$ cat src/hw/rtl/wsup_pkg.sv
// ----------------------------------------------------------------------------
// wsup_pkg
// Shared types, constants and character tables for the wide-string to
// unsigned parser.
// ----------------------------------------------------------------------------
package wsup_pkg;

  // Field and state widths.
  localparam int unsigned CU_W   = 16;
  localparam int unsigned VAL_W  = 32;
  localparam int unsigned OFS_W  = 13;
  localparam int unsigned ACC_W  = 33;
  localparam int unsigned BASE_W = 6;
  localparam int unsigned DIG_W  = 6;
  localparam int unsigned PROD_W = ACC_W + BASE_W;

  // Offsets saturate at this length.
  localparam int unsigned MAX_LEN = 4096;

  // Configuration port.
  localparam int unsigned CFG_AW = 3;
  localparam int unsigned CFG_DW = 32;
  localparam logic [BASE_W-1:0] RADIX_RESET = 6'd10;

  // Base limits and the code for a unit that is no digit.
  localparam logic [BASE_W-1:0] BASE_AUTO = 6'd0;
  localparam logic [BASE_W-1:0] BASE_MIN  = 6'd2;
  localparam logic [BASE_W-1:0] BASE_MAX  = 6'd36;
  localparam logic [BASE_W-1:0] BASE_OCT  = 6'd8;
  localparam logic [BASE_W-1:0] BASE_DEC  = 6'd10;
  localparam logic [BASE_W-1:0] BASE_HEX  = 6'd16;
  localparam logic [DIG_W-1:0]  NO_DIGIT  = 6'd36;

  // The clamp point of the accumulator and the all-ones result.
  localparam logic [ACC_W-1:0] ACC_CLAMP = {1'b1, {(ACC_W-1){1'b0}}};
  localparam logic [VAL_W-1:0] ALL_ONES  = {VAL_W{1'b1}};

  // Character codes.
  localparam logic [CU_W-1:0] CH_PLUS  = 16'h002B;
  localparam logic [CU_W-1:0] CH_MINUS = 16'h002D;
  localparam logic [CU_W-1:0] CH_LX    = 16'h0078;
  localparam logic [CU_W-1:0] CH_UX    = 16'h0058;
  localparam logic [CU_W-1:0] CH_LA    = 16'h0061;
  localparam logic [CU_W-1:0] CH_LZ    = 16'h007A;
  localparam logic [CU_W-1:0] CH_UA    = 16'h0041;
  localparam logic [CU_W-1:0] CH_UZ    = 16'h005A;

  // First code of each Unicode block of decimal digits.
  localparam int unsigned N_BLOCKS = 18;
  localparam logic [CU_W-1:0] DIGIT_BLOCKS [N_BLOCKS] = '{
    16'h0030, 16'h0660, 16'h06F0, 16'h0966, 16'h09E6, 16'h0A66, 16'h0AE6,
    16'h0B66, 16'h0C66, 16'h0CE6, 16'h0D66, 16'h0E50, 16'h0ED0, 16'h0F20,
    16'h1040, 16'h17E0, 16'h1810, 16'hFF10};

  // Whitespace codes skipped ahead of the number.
  localparam int unsigned N_SPACES = 26;
  localparam logic [CU_W-1:0] SPACE_CODES [N_SPACES] = '{
    16'h0009, 16'h000A, 16'h000B, 16'h000C, 16'h000D, 16'h0020, 16'h0085,
    16'h00A0, 16'h1680, 16'h180E, 16'h2000, 16'h2001, 16'h2002, 16'h2003,
    16'h2004, 16'h2005, 16'h2006, 16'h2007, 16'h2008, 16'h2009, 16'h200A,
    16'h2028, 16'h2029, 16'h202F, 16'h205F, 16'h3000};

  // Parse phases, one-hot.
  typedef enum logic [6:0] {
    PH_WS     = 7'b0000001,
    PH_SIGN   = 7'b0000010,
    PH_ZERO   = 7'b0000100,
    PH_NEED   = 7'b0001000,
    PH_DIGITS = 7'b0010000,
    PH_DONE   = 7'b0100000,
    PH_NONE   = 7'b1000000
  } phase_t;

  // Result status codes.
  typedef enum logic [1:0] {
    ST_OK        = 2'd0,
    ST_NO_DIGITS = 2'd1,
    ST_OVERFLOW  = 2'd2,
    ST_BAD_BASE  = 2'd3
  } status_t;

  // Classification of one code unit.
  typedef struct packed {
    logic [DIG_W-1:0] digit;
    logic             space;
    logic             minus;
    logic             plus;
    logic             ex;
  } unit_class_t;

  // One result item.
  typedef struct packed {
    logic [VAL_W-1:0] value;
    logic [OFS_W-1:0] end_offset;
    status_t          status;
  } result_t;

  // Digit value of a code unit, or NO_DIGIT.
  function automatic logic [DIG_W-1:0] digit_of(input logic [CU_W-1:0] u);
    logic [CU_W-1:0]  d;
    logic [DIG_W-1:0] r;
    logic             hit;
    r   = NO_DIGIT;
    hit = 1'b0;
    for (int i = 0; i < N_BLOCKS; i++) begin
      d = u - DIGIT_BLOCKS[i];
      if (!hit && d <= 16'd9) begin
        r   = d[DIG_W-1:0];
        hit = 1'b1;
      end
    end
    if (!hit) begin
      if (u >= CH_LA && u <= CH_LZ) begin
        d = u - CH_LA;
        r = d[DIG_W-1:0] + BASE_DEC;
      end else if (u >= CH_UA && u <= CH_UZ) begin
        d = u - CH_UA;
        r = d[DIG_W-1:0] + BASE_DEC;
      end
    end
    return r;
  endfunction

  // True for one of the whitespace codes.
  function automatic logic is_space(input logic [CU_W-1:0] u);
    logic r;
    r = 1'b0;
    for (int i = 0; i < N_SPACES; i++) begin
      if (u == SPACE_CODES[i]) begin
        r = 1'b1;
      end
    end
    return r;
  endfunction

endpackage

$ cat src/hw/rtl/wsup_if.sv
// ----------------------------------------------------------------------------
// wsup_in_if / wsup_out_if
// Valid-ready channels for the code units going in and the results coming out.
// ----------------------------------------------------------------------------
interface wsup_in_if;
  import wsup_pkg::*;

  logic            valid;
  logic            ready;
  logic [CU_W-1:0] code_unit;
  logic            is_last;

  modport source (output valid, output code_unit, output is_last, input ready);
  modport sink   (input valid, input code_unit, input is_last, output ready);
endinterface

interface wsup_out_if;
  import wsup_pkg::*;

  logic             valid;
  logic             ready;
  logic [VAL_W-1:0] value;
  logic [OFS_W-1:0] end_offset;
  logic [1:0]       status;

  modport source (output valid, output value, output end_offset, output status,
                  input ready);
  modport sink   (input valid, input value, input end_offset, input status,
                  output ready);
endinterface

$ cat src/hw/rtl/wsup_cfg.sv
// ----------------------------------------------------------------------------
// wsup_cfg
// APB-style register port holding the radix register.
// ----------------------------------------------------------------------------
module wsup_cfg (
  input  logic                          clk,
  input  logic                          rst_n,
  input  logic                          psel,
  input  logic                          penable,
  input  logic                          pwrite,
  input  logic [wsup_pkg::CFG_AW-1:0]   paddr,
  input  logic [wsup_pkg::CFG_DW-1:0]   pwdata,
  output logic [wsup_pkg::CFG_DW-1:0]   prdata,
  output logic                          pready,
  output logic [wsup_pkg::BASE_W-1:0]   radix
);
  import wsup_pkg::*;

  logic [BASE_W-1:0] radix_r;
  logic              hit;

  // The radix register is the only one; it answers at byte addresses zero to three.
  assign hit    = (paddr[CFG_AW-1] == 1'b0);
  assign pready = 1'b1;

  always_ff @(posedge clk) begin
    if (!rst_n) begin
      radix_r <= RADIX_RESET;
    end else if (psel && penable && pwrite && hit) begin
      radix_r <= pwdata[BASE_W-1:0];
    end
  end

  // Read back; unused addresses read as zero.
  always_comb begin
    prdata = '0;
    if (hit) begin
      prdata = {{(CFG_DW-BASE_W){1'b0}}, radix_r};
    end
  end

  assign radix = radix_r;

endmodule

$ cat src/hw/rtl/wsup_class.sv
// ----------------------------------------------------------------------------
// wsup_class
// Classifies one code unit: digit value, whitespace, sign and hex marker.
// ----------------------------------------------------------------------------
module wsup_class (
  input  logic [wsup_pkg::CU_W-1:0] code_unit,
  output wsup_pkg::unit_class_t     cls
);
  import wsup_pkg::*;

  // Table compares against the digit blocks and whitespace codes.
  always_comb begin
    cls.digit = digit_of(code_unit);
    cls.space = is_space(code_unit);
    cls.minus = (code_unit == CH_MINUS);
    cls.plus  = (code_unit == CH_PLUS);
    cls.ex    = (code_unit == CH_LX) || (code_unit == CH_UX);
  end

endmodule

$ cat src/hw/rtl/wsup_core.sv
// ----------------------------------------------------------------------------
// wsup_core
// Per-string parse state, the one-unit step and the result register.
// ----------------------------------------------------------------------------
module wsup_core (
  input  logic                        clk,
  input  logic                        rst_n,
  input  logic                        item_valid,
  output logic                        item_take,
  input  logic                        item_last,
  input  wsup_pkg::unit_class_t       cls,
  input  logic [wsup_pkg::BASE_W-1:0] radix,
  output logic                        res_valid,
  input  logic                        res_ready,
  output wsup_pkg::result_t           res
);
  import wsup_pkg::*;

  phase_t             phase_r, phase_nxt;
  logic               neg_r, neg_nxt;
  logic [BASE_W-1:0]  base_r, base_nxt;
  logic [ACC_W-1:0]   acc_r, acc_nxt;
  logic               ovf_r, ovf_nxt;
  logic [OFS_W-1:0]   pos_r, pos_nxt;
  logic [OFS_W-1:0]   stop_r, stop_nxt;
  logic               res_valid_r;
  result_t            res_r, res_nxt;

  logic               bad;
  logic               take;
  logic               acc_en;
  logic [PROD_W-1:0]  prod;
  logic [VAL_W-1:0]   neg_val;

  // An item moves on when the result register is free or being emptied.
  assign item_take = item_valid && (!res_valid_r || res_ready);

  // One step of the parser for the unit in the input register.
  always_comb begin
    phase_nxt = phase_r;
    neg_nxt   = neg_r;
    base_nxt  = (pos_r == '0) ? radix : base_r;
    acc_nxt   = acc_r;
    ovf_nxt   = ovf_r;
    stop_nxt  = stop_r;
    pos_nxt   = (pos_r < OFS_W'(MAX_LEN)) ? pos_r + 1'b1 : pos_r;
    take      = 1'b1;
    acc_en    = 1'b0;
    prod      = '0;

    bad = (base_nxt != BASE_AUTO) && ((base_nxt < BASE_MIN) || (base_nxt > BASE_MAX));

    if (!bad) begin
      // Leading whitespace and the optional sign.
      if (phase_r == PH_WS) begin
        if (cls.space) begin
          take = 1'b0;
        end else if (cls.minus || cls.plus) begin
          neg_nxt   = cls.minus;
          phase_nxt = PH_SIGN;
          take      = 1'b0;
        end else begin
          phase_nxt = PH_SIGN;
        end
      end

      // A zero in auto or hex base waits for the next unit.
      if (take && phase_nxt == PH_SIGN) begin
        if ((base_nxt == BASE_AUTO || base_nxt == BASE_HEX) && cls.digit == '0) begin
          phase_nxt = PH_ZERO;
          take      = 1'b0;
        end else begin
          if (base_nxt == BASE_AUTO) begin
            base_nxt = BASE_DEC;
          end
          phase_nxt = PH_NEED;
        end
      end

      // After the pending zero: hex prefix or an octal or hex digit string.
      // The pending zero itself leaves the zero accumulator unchanged.
      if (take && phase_nxt == PH_ZERO) begin
        if (cls.ex) begin
          base_nxt  = BASE_HEX;
          phase_nxt = PH_NEED;
          take      = 1'b0;
        end else begin
          if (base_nxt == BASE_AUTO) begin
            base_nxt = BASE_OCT;
          end
          phase_nxt = PH_DIGITS;
        end
      end

      // Digits, or the unit that stops the number.
      if (take && (phase_nxt == PH_NEED || phase_nxt == PH_DIGITS)) begin
        if (cls.digit < base_nxt) begin
          acc_en    = !ovf_r;
          phase_nxt = PH_DIGITS;
        end else begin
          phase_nxt = (phase_nxt == PH_DIGITS) ? PH_DONE : PH_NONE;
          stop_nxt  = pos_r;
        end
      end
    end

    // Multiply-add with clamping at two to the 32nd.
    if (acc_en) begin
      prod = PROD_W'(acc_r) * PROD_W'(base_nxt) + PROD_W'(cls.digit);
      if (prod > PROD_W'(ACC_CLAMP)) begin
        acc_nxt = ACC_CLAMP;
        ovf_nxt = 1'b1;
      end else begin
        acc_nxt = prod[ACC_W-1:0];
      end
    end

    // Result of the string, used when the unit is the last one.
    neg_val = '0 - acc_nxt[VAL_W-1:0];
    res_nxt.value      = '0;
    res_nxt.end_offset = '0;
    if (bad) begin
      res_nxt.status = ST_BAD_BASE;
    end else if (phase_nxt == PH_ZERO || phase_nxt == PH_DIGITS || phase_nxt == PH_DONE) begin
      res_nxt.end_offset = (phase_nxt == PH_DONE) ? stop_nxt : pos_nxt;
      if (acc_nxt[ACC_W-1]) begin
        res_nxt.value  = ALL_ONES;
        res_nxt.status = ST_OVERFLOW;
      end else begin
        res_nxt.value  = neg_nxt ? neg_val : acc_nxt[VAL_W-1:0];
        res_nxt.status = ST_OK;
      end
    end else begin
      res_nxt.status = ST_NO_DIGITS;
    end
  end

  // Parse state; it returns to its start values after every string.
  always_ff @(posedge clk) begin
    if (!rst_n) begin
      phase_r <= PH_WS;
      neg_r   <= 1'b0;
      base_r  <= '0;
      acc_r   <= '0;
      ovf_r   <= 1'b0;
      pos_r   <= '0;
      stop_r  <= '0;
    end else if (item_take) begin
      if (item_last) begin
        phase_r <= PH_WS;
        neg_r   <= 1'b0;
        base_r  <= '0;
        acc_r   <= '0;
        ovf_r   <= 1'b0;
        pos_r   <= '0;
        stop_r  <= '0;
      end else begin
        phase_r <= phase_nxt;
        neg_r   <= neg_nxt;
        base_r  <= base_nxt;
        acc_r   <= acc_nxt;
        ovf_r   <= ovf_nxt;
        pos_r   <= pos_nxt;
        stop_r  <= stop_nxt;
      end
    end
  end

  // Result register.
  always_ff @(posedge clk) begin
    if (!rst_n) begin
      res_valid_r <= 1'b0;
    end else if (item_take && item_last) begin
      res_valid_r <= 1'b1;
    end else if (res_ready) begin
      res_valid_r <= 1'b0;
    end
  end

  always_ff @(posedge clk) begin
    if (item_take && item_last) begin
      res_r <= res_nxt;
    end
  end

  assign res_valid = res_valid_r;
  assign res       = res_r;

endmodule

$ cat src/hw/rtl/wide_string_to_unsigned_parser.sv
// ----------------------------------------------------------------------------
// wide_string_to_unsigned_parser
// Streaming UTF-16 string to unsigned 32-bit integer converter.
// ----------------------------------------------------------------------------
// The block takes one UTF-16 code unit per cycle while the result side takes
// its items, and gives one result item on the unit marked last: the value, the
// offset of the first unit not consumed and a status. A unit passes an input
// register and then the step logic (table compares and a 33 by 6 bit
// multiply-add) into the result register; the input register holds while the
// result register is full and not being emptied. The radix register is sampled
// on the first unit of each string.
// ----------------------------------------------------------------------------
module wide_string_to_unsigned_parser (
  input  logic                        clk,
  input  logic                        rst_n,
  wsup_in_if.sink                     in_ch,
  wsup_out_if.source                  out_ch,
  input  logic                        psel,
  input  logic                        penable,
  input  logic                        pwrite,
  input  logic [wsup_pkg::CFG_AW-1:0] paddr,
  input  logic [wsup_pkg::CFG_DW-1:0] pwdata,
  output logic [wsup_pkg::CFG_DW-1:0] prdata,
  output logic                        pready
);
  import wsup_pkg::*;

  logic              in_valid_r;
  logic [CU_W-1:0]   in_unit_r;
  logic              in_last_r;
  logic              item_take;
  logic [BASE_W-1:0] radix;
  unit_class_t       cls;
  result_t           res;

  // Input register; it refills in the cycle its item moves on.
  assign in_ch.ready = !in_valid_r || item_take;

  always_ff @(posedge clk) begin
    if (!rst_n) begin
      in_valid_r <= 1'b0;
    end else if (in_ch.ready) begin
      in_valid_r <= in_ch.valid;
    end
  end

  always_ff @(posedge clk) begin
    if (in_ch.valid && in_ch.ready) begin
      in_unit_r <= in_ch.code_unit;
      in_last_r <= in_ch.is_last;
    end
  end

  wsup_cfg u_cfg (
    .clk     (clk),
    .rst_n   (rst_n),
    .psel    (psel),
    .penable (penable),
    .pwrite  (pwrite),
    .paddr   (paddr),
    .pwdata  (pwdata),
    .prdata  (prdata),
    .pready  (pready),
    .radix   (radix)
  );

  wsup_class u_class (
    .code_unit (in_unit_r),
    .cls       (cls)
  );

  wsup_core u_core (
    .clk        (clk),
    .rst_n      (rst_n),
    .item_valid (in_valid_r),
    .item_take  (item_take),
    .item_last  (in_last_r),
    .cls        (cls),
    .radix      (radix),
    .res_valid  (out_ch.valid),
    .res_ready  (out_ch.ready),
    .res        (res)
  );

  assign out_ch.value      = res.value;
  assign out_ch.end_offset = res.end_offset;
  assign out_ch.status     = res.status;

endmodule

$ cat src/flat_wrapper.sv
// flat-port wrapper written by rule: the top's interface ports become plain ports
module wide_string_to_unsigned_parser_flat import wsup_pkg::*;
  (clk, rst_n, psel, penable, pwrite, paddr, pwdata, prdata, pready, in_ch_valid, in_ch_code_unit, in_ch_is_last, in_ch_ready, out_ch_valid, out_ch_value, out_ch_end_offset, out_ch_status, out_ch_ready);
  wsup_in_if in_ch_i ();
  wsup_out_if out_ch_i ();
  input  logic clk;
  input  logic rst_n;
  input  logic psel;
  input  logic penable;
  input  logic pwrite;
  input  logic [wsup_pkg::CFG_AW-1:0] paddr;
  input  logic [wsup_pkg::CFG_DW-1:0] pwdata;
  output logic [wsup_pkg::CFG_DW-1:0] prdata;
  output logic pready;
  input wire logic [$bits(in_ch_i.valid)-1:0] in_ch_valid;
  input wire logic [$bits(in_ch_i.code_unit)-1:0] in_ch_code_unit;
  input wire logic [$bits(in_ch_i.is_last)-1:0] in_ch_is_last;
  output wire logic [$bits(in_ch_i.ready)-1:0] in_ch_ready;
  output wire logic [$bits(out_ch_i.valid)-1:0] out_ch_valid;
  output wire logic [$bits(out_ch_i.value)-1:0] out_ch_value;
  output wire logic [$bits(out_ch_i.end_offset)-1:0] out_ch_end_offset;
  output wire logic [$bits(out_ch_i.status)-1:0] out_ch_status;
  input wire logic [$bits(out_ch_i.ready)-1:0] out_ch_ready;
  assign in_ch_i.valid = in_ch_valid;
  assign in_ch_i.code_unit = in_ch_code_unit;
  assign in_ch_i.is_last = in_ch_is_last;
  assign in_ch_ready = in_ch_i.ready;
  assign out_ch_valid = out_ch_i.valid;
  assign out_ch_value = out_ch_i.value;
  assign out_ch_end_offset = out_ch_i.end_offset;
  assign out_ch_status = out_ch_i.status;
  assign out_ch_i.ready = out_ch_ready;
  wide_string_to_unsigned_parser u_core (.clk(clk), .rst_n(rst_n), .in_ch(in_ch_i), .out_ch(out_ch_i), .psel(psel), .penable(penable), .pwrite(pwrite), .paddr(paddr), .pwdata(pwdata), .prdata(prdata), .pready(pready));
endmodule
$ cat config.mk
export PLATFORM = sky130hd
export DESIGN_NAME = wide_string_to_unsigned_parser_flat
export DESIGN_NICKNAME = d
export VERILOG_FILES = /design/src/hw/rtl/wsup_pkg.sv /design/src/hw/rtl/wsup_if.sv /design/src/hw/rtl/wsup_cfg.sv /design/src/hw/rtl/wsup_class.sv /design/src/hw/rtl/wsup_core.sv /design/src/hw/rtl/wide_string_to_unsigned_parser.sv /design/src/flat_wrapper.sv
export SDC_FILE = /design/constraint.sdc
export NUM_CORES = 1
export LEC_CHECK = 0
export ABC_AREA = 1
export BUFFER_PORTS_ARGS = -buffer_cell sky130_fd_sc_hd__buf_4
export CAP_MARGIN = 20
export CORE_MARGIN = 4
export CORE_UTILIZATION = 30
export DETAILED_ROUTE_END_ITERATION = 16
export PLACE_DENSITY = 0.53
export SLEW_MARGIN = 40
export SYNTH_ARGS = -nofsm -noshare
export SYNTH_HDL_FRONTEND = slang
export SYNTH_HIERARCHICAL = 1
export SYNTH_SLANG_ARGS = --single-unit
$ cat constraint.sdc
create_clock -name clk -period 10.9 [get_ports clk]
set_input_delay 2.18 -clock clk [delete_from_list [all_inputs] [get_ports clk]]
set_output_delay 2.18 -clock clk [all_outputs]
set_load 0.1 [all_outputs]
==> impl_metrics.yaml <==
outcome:
  status: "finished, final reports clean"
routing:
  dr.pass1.iters: 8
  postRouteAntennaNets: 0
  wirelength_um: 71200
  drc: 0
  viasPerCell: 4.84
  wl_per_cell_um: 16.4
  drtIter0Drc: 1510
  vias: 21000
sta:
  tightest_slew_ns: 0.862
  slew_violations: 0
  maxSlewHeadroom_pct: 42.5
  hold_viol_final: 0
  fmax_mhz: 97.8
  setup_violations: 0
  timing.final.ws_setup_ns: 0.673
  clock_skew_ns: 0.0170
  whs_ns: 0.465
  period_needed_ns: 10.23
  fin_crit_sh_pct: 93.8
layout:
  layout_commonest_cell: "nand2_1"
  final-instance-count-excl-fill: 4335
  fillers: 7097
  area_growth_pct: 27.7
  drive_gt1_share_pct: 22.3
  final_nets: 3767
  final_cell_mix: "nand2_1 (793), buf_4 (482), nor2_1 (431), inv_1 (356), nand3_1 (190)"
  finalCoreUtilization_pct: 38.9
  diodes: 0
global_routing:
  grt_first_pass_wirelength_um: 112000
  grt_pass1_vias: 20200
  antenna_found_initial: 0
  grt_max_degree: 72
  gr-total-overflow: 0
  groute.usage.overall_pct: 19.9
pwr:
  switching_share_pct: 47.4
  clkPwrFrac_pct: 26.9
  comb_power_share_pct: 46.1
  power.internal_mw: 1.20
  power_leakage_nw: 12.5
  vdd_drop_max_uv: 116
  p_seq_share_pct: 27.1
  powerDensity_nw_per_um2: 90.5
  power.switching_mw: 1.08
floorplan:
  die_h_um: 264
  die_x_um: 264
  ioPinCount: 141
  coreArea_um2: 64700
  dieArea_um2: 69800
  fp-row-count: 93
  start_util_pct: 30.4
synth:
  synth_top_family_by_area: "simple AND/OR/NAND/NOR gates"
  yosysWarningCount: 6
  synth_top_area_share_pct: 15.5
  synth_edf_count: 64
  synthCells: 3047
  synthArstFlopShare_pct: 0
  syn_area_per_cell_um2: 6.46
  yosysTopAreaCell: "nand2_1"
  synth_fa_ha_area_share_pct: 20.2
  synth-simple-area-share_pct: 36.7
  ys_seq_area_share_pct: 18.1
  netlist_area_um2: 19700
  synthFlopType: "dfxtp_1"
  synthDistinctLibCells: 69
  synthXorXnorAreaFrac_pct: 1.96
  synth_area_leaders: "nand2_1 (16%), fa_1 (13%), edfxtp_1 (9.8%)"
  synthMuxAreaShare_pct: 0
  synth_compound_area_share_pct: 11.7
  synth_seq_cells: 146
setup_path:
  critPathCaptureType: "register"
  required_ns: 11.12
  critPathMaxFanout: 19
  reg2reg_depth: 62
  ff2ff_setup_slack_ns: 0.67
  cp-start-kind: "register"
  cp_slowest_stage_delay_ns: 0.50
  crit_type: "reg -> reg"
  r2r-start: "u_core/in_unit_r[14]$_DFFE_PP_"
  timing.critical_path.mode_cell: "nor2_1"
  r2r-end: "u_core/u_core/res[28]$_SDFFCE_PP0P_"
  cp.arrival_ns: 10.45
  cpMaxStageDelayCell: "fa_1"
clock_tree:
  clockBufferDepth: 2
  cts_buffers: 17
  clock_latency_ns: 0.48
  tritoncts: "built"
  clock-sinks: 146
  h-tree-depth: 4
  clockRootBuffer: "clkbuf_16"
  clk_pin_slew_worst_paths_ns: 0.08
min_path:
  hp-start: "u_core/u_core/stop_r[12]$_SDFFE_PN0P_"
  hold_path_depth: 2
  hold_path_class: "reg -> reg"
  holdPathEnd: "u_core/u_core/stop_r[12]$_SDFFE_PN0P_"
placed_design:
  place_ws_ns: -0.0838
  dp.cells: 4285
  hpwl_um: 56700
  io_buffers: 85
  finalWeightedCongestion: 0.956
job:
  max-cap-violations: 0
[critical path: cells and delay by family, from the launching register on]
kind                       cells  cell delay [ns]
and+or+nand+nor               37             4.24
AOI/OAI and AO/OA              6             1.05
xor gates and xnor gates       1             0.21
buffers and inverters         13             1.79
DFF                            1             0.49
adders and majority gates      5             2.14
[power by group through the flow]
stage                     sequential (mW)  combinational [mW]  clock [mW]
after floorplan                     0.689               0.708           0
after global placement              0.630                1.03           0
after detailed placement            0.630                1.02           0
after CTS                           0.618                1.03       0.634
after global routing                0.619                1.15       0.654
final                               0.616                1.05       0.612
[sequential cells by signal, summed over array words and instances (netlist names)]
signal	flops
u_core/u_core/base_r	6
u_core/u_cfg/radix	6
u_core/in_valid_r	1
u_core/u_core/res	47
u_core/in_unit_r	16
u_core/u_core/phase_r	7
u_core/u_core/pos_r	13
u_core/u_core/res_valid	1
u_core/u_core/neg_r	1
u_core/u_core/stop_r	13
u_core/in_last_r	1
u_core/u_core/acc_r	33
u_core/u_core/ovf_r	1
[how the worst max path moves through the flow]
stage / cells after the start / endpoint / slack [ns] / start
floorplan: 63 / u_core/u_core/res[29]$_SDFFCE_PP0P_ / 1.14 / u_core/in_unit_r[5]$_DFFE_PP_
global placement: 66 / u_core/u_core/res[41]$_SDFFCE_PP0P_ / -0.03 / u_core/in_unit_r[1]$_DFFE_PP_
detailed placement: 65 / u_core/u_core/res[22]$_SDFFCE_PP0P_ / -0.08 / u_core/in_unit_r[1]$_DFFE_PP_
CTS: 66 / u_core/u_core/res[22]$_SDFFCE_PP0P_ / 0.006 / u_core/in_unit_r[1]$_DFFE_PP_
global route: 71 / u_core/u_core/res[26]$_SDFFCE_PP0P_ / -0.06 / u_core/in_unit_r[4]$_DFFE_PP_
finish: 62 / u_core/u_core/res[28]$_SDFFCE_PP0P_ / 0.67 / u_core/in_unit_r[14]$_DFFE_PP_
[cell type report]
type / count / area (µm²) / area share (%)
multi-input combinational: 2401 / 14500 / 57.5
inverter: 402 / 1520 / 6.03
clock buffer: 19 / 454 / 1.81
tap: 855 / 1070 / 4.25
timing repair buffer: 499 / 3950 / 15.7
sequential: 146 / 3560 / 14.2
clock inverter: 13 / 133 / 0.527
[stage by stage]
stage,power (mW),setup TNS (ns),area [µm²]
CTS,2.28,0,24500
global placement,1.66,-0.0790,23900
global route,2.43,-0.0874,25200
floorplan,1.40,0,19800
detailed placement,1.65,-0.525,23900
finish,2.28,0,25200
[kinds of logic after synthesis]
group,Yosys count
AND/OR/NAND/NOR,1678
buffers and inverters,525
flip-flops,146
other,2
adder cells (fa/ha/maj),241
AO/OA/AOI/OAI,411
XOR/XNOR,44
[synthesized netlist by cell type (44+ instances only)]
| cell type | count |
|---|---|
| nor2_1 | 460 |
| nand2_1 | 815 |
| fa_1 | 128 |
| o21ai_0 | 108 |
| nand4_1 | 44 |
| a21oi_1 | 173 |
| dfxtp_1 | 82 |
| edfxtp_1 | 64 |
| inv_1 | 360 |
| clkbuf_1 | 45 |
| ha_1 | 113 |
| nand3_1 | 195 |
[timing repair]
action                                  in CTS  in global routing
setup buffers                                0                 15
gates resized for setup                      2                130
pin swaps                                    0                 20
endpoints found under the setup margin      18                 63
hold buffers                                 0                  0
gates cloned                                 0                  2
[metal layers]
layer | vias up | GRT usage (%) | share of wire, %
met5 | - | 0 | 0
met1 | 9840 | 27.4 | 47
li1 | 10500 | - | -
met3 | 97 | 2.50 | 4.7
met2 | 502 | 32.4 | 46
met4 | 0 | 6.67 | 2.9
No activity file was read; power rests on OpenSTA's default activity.
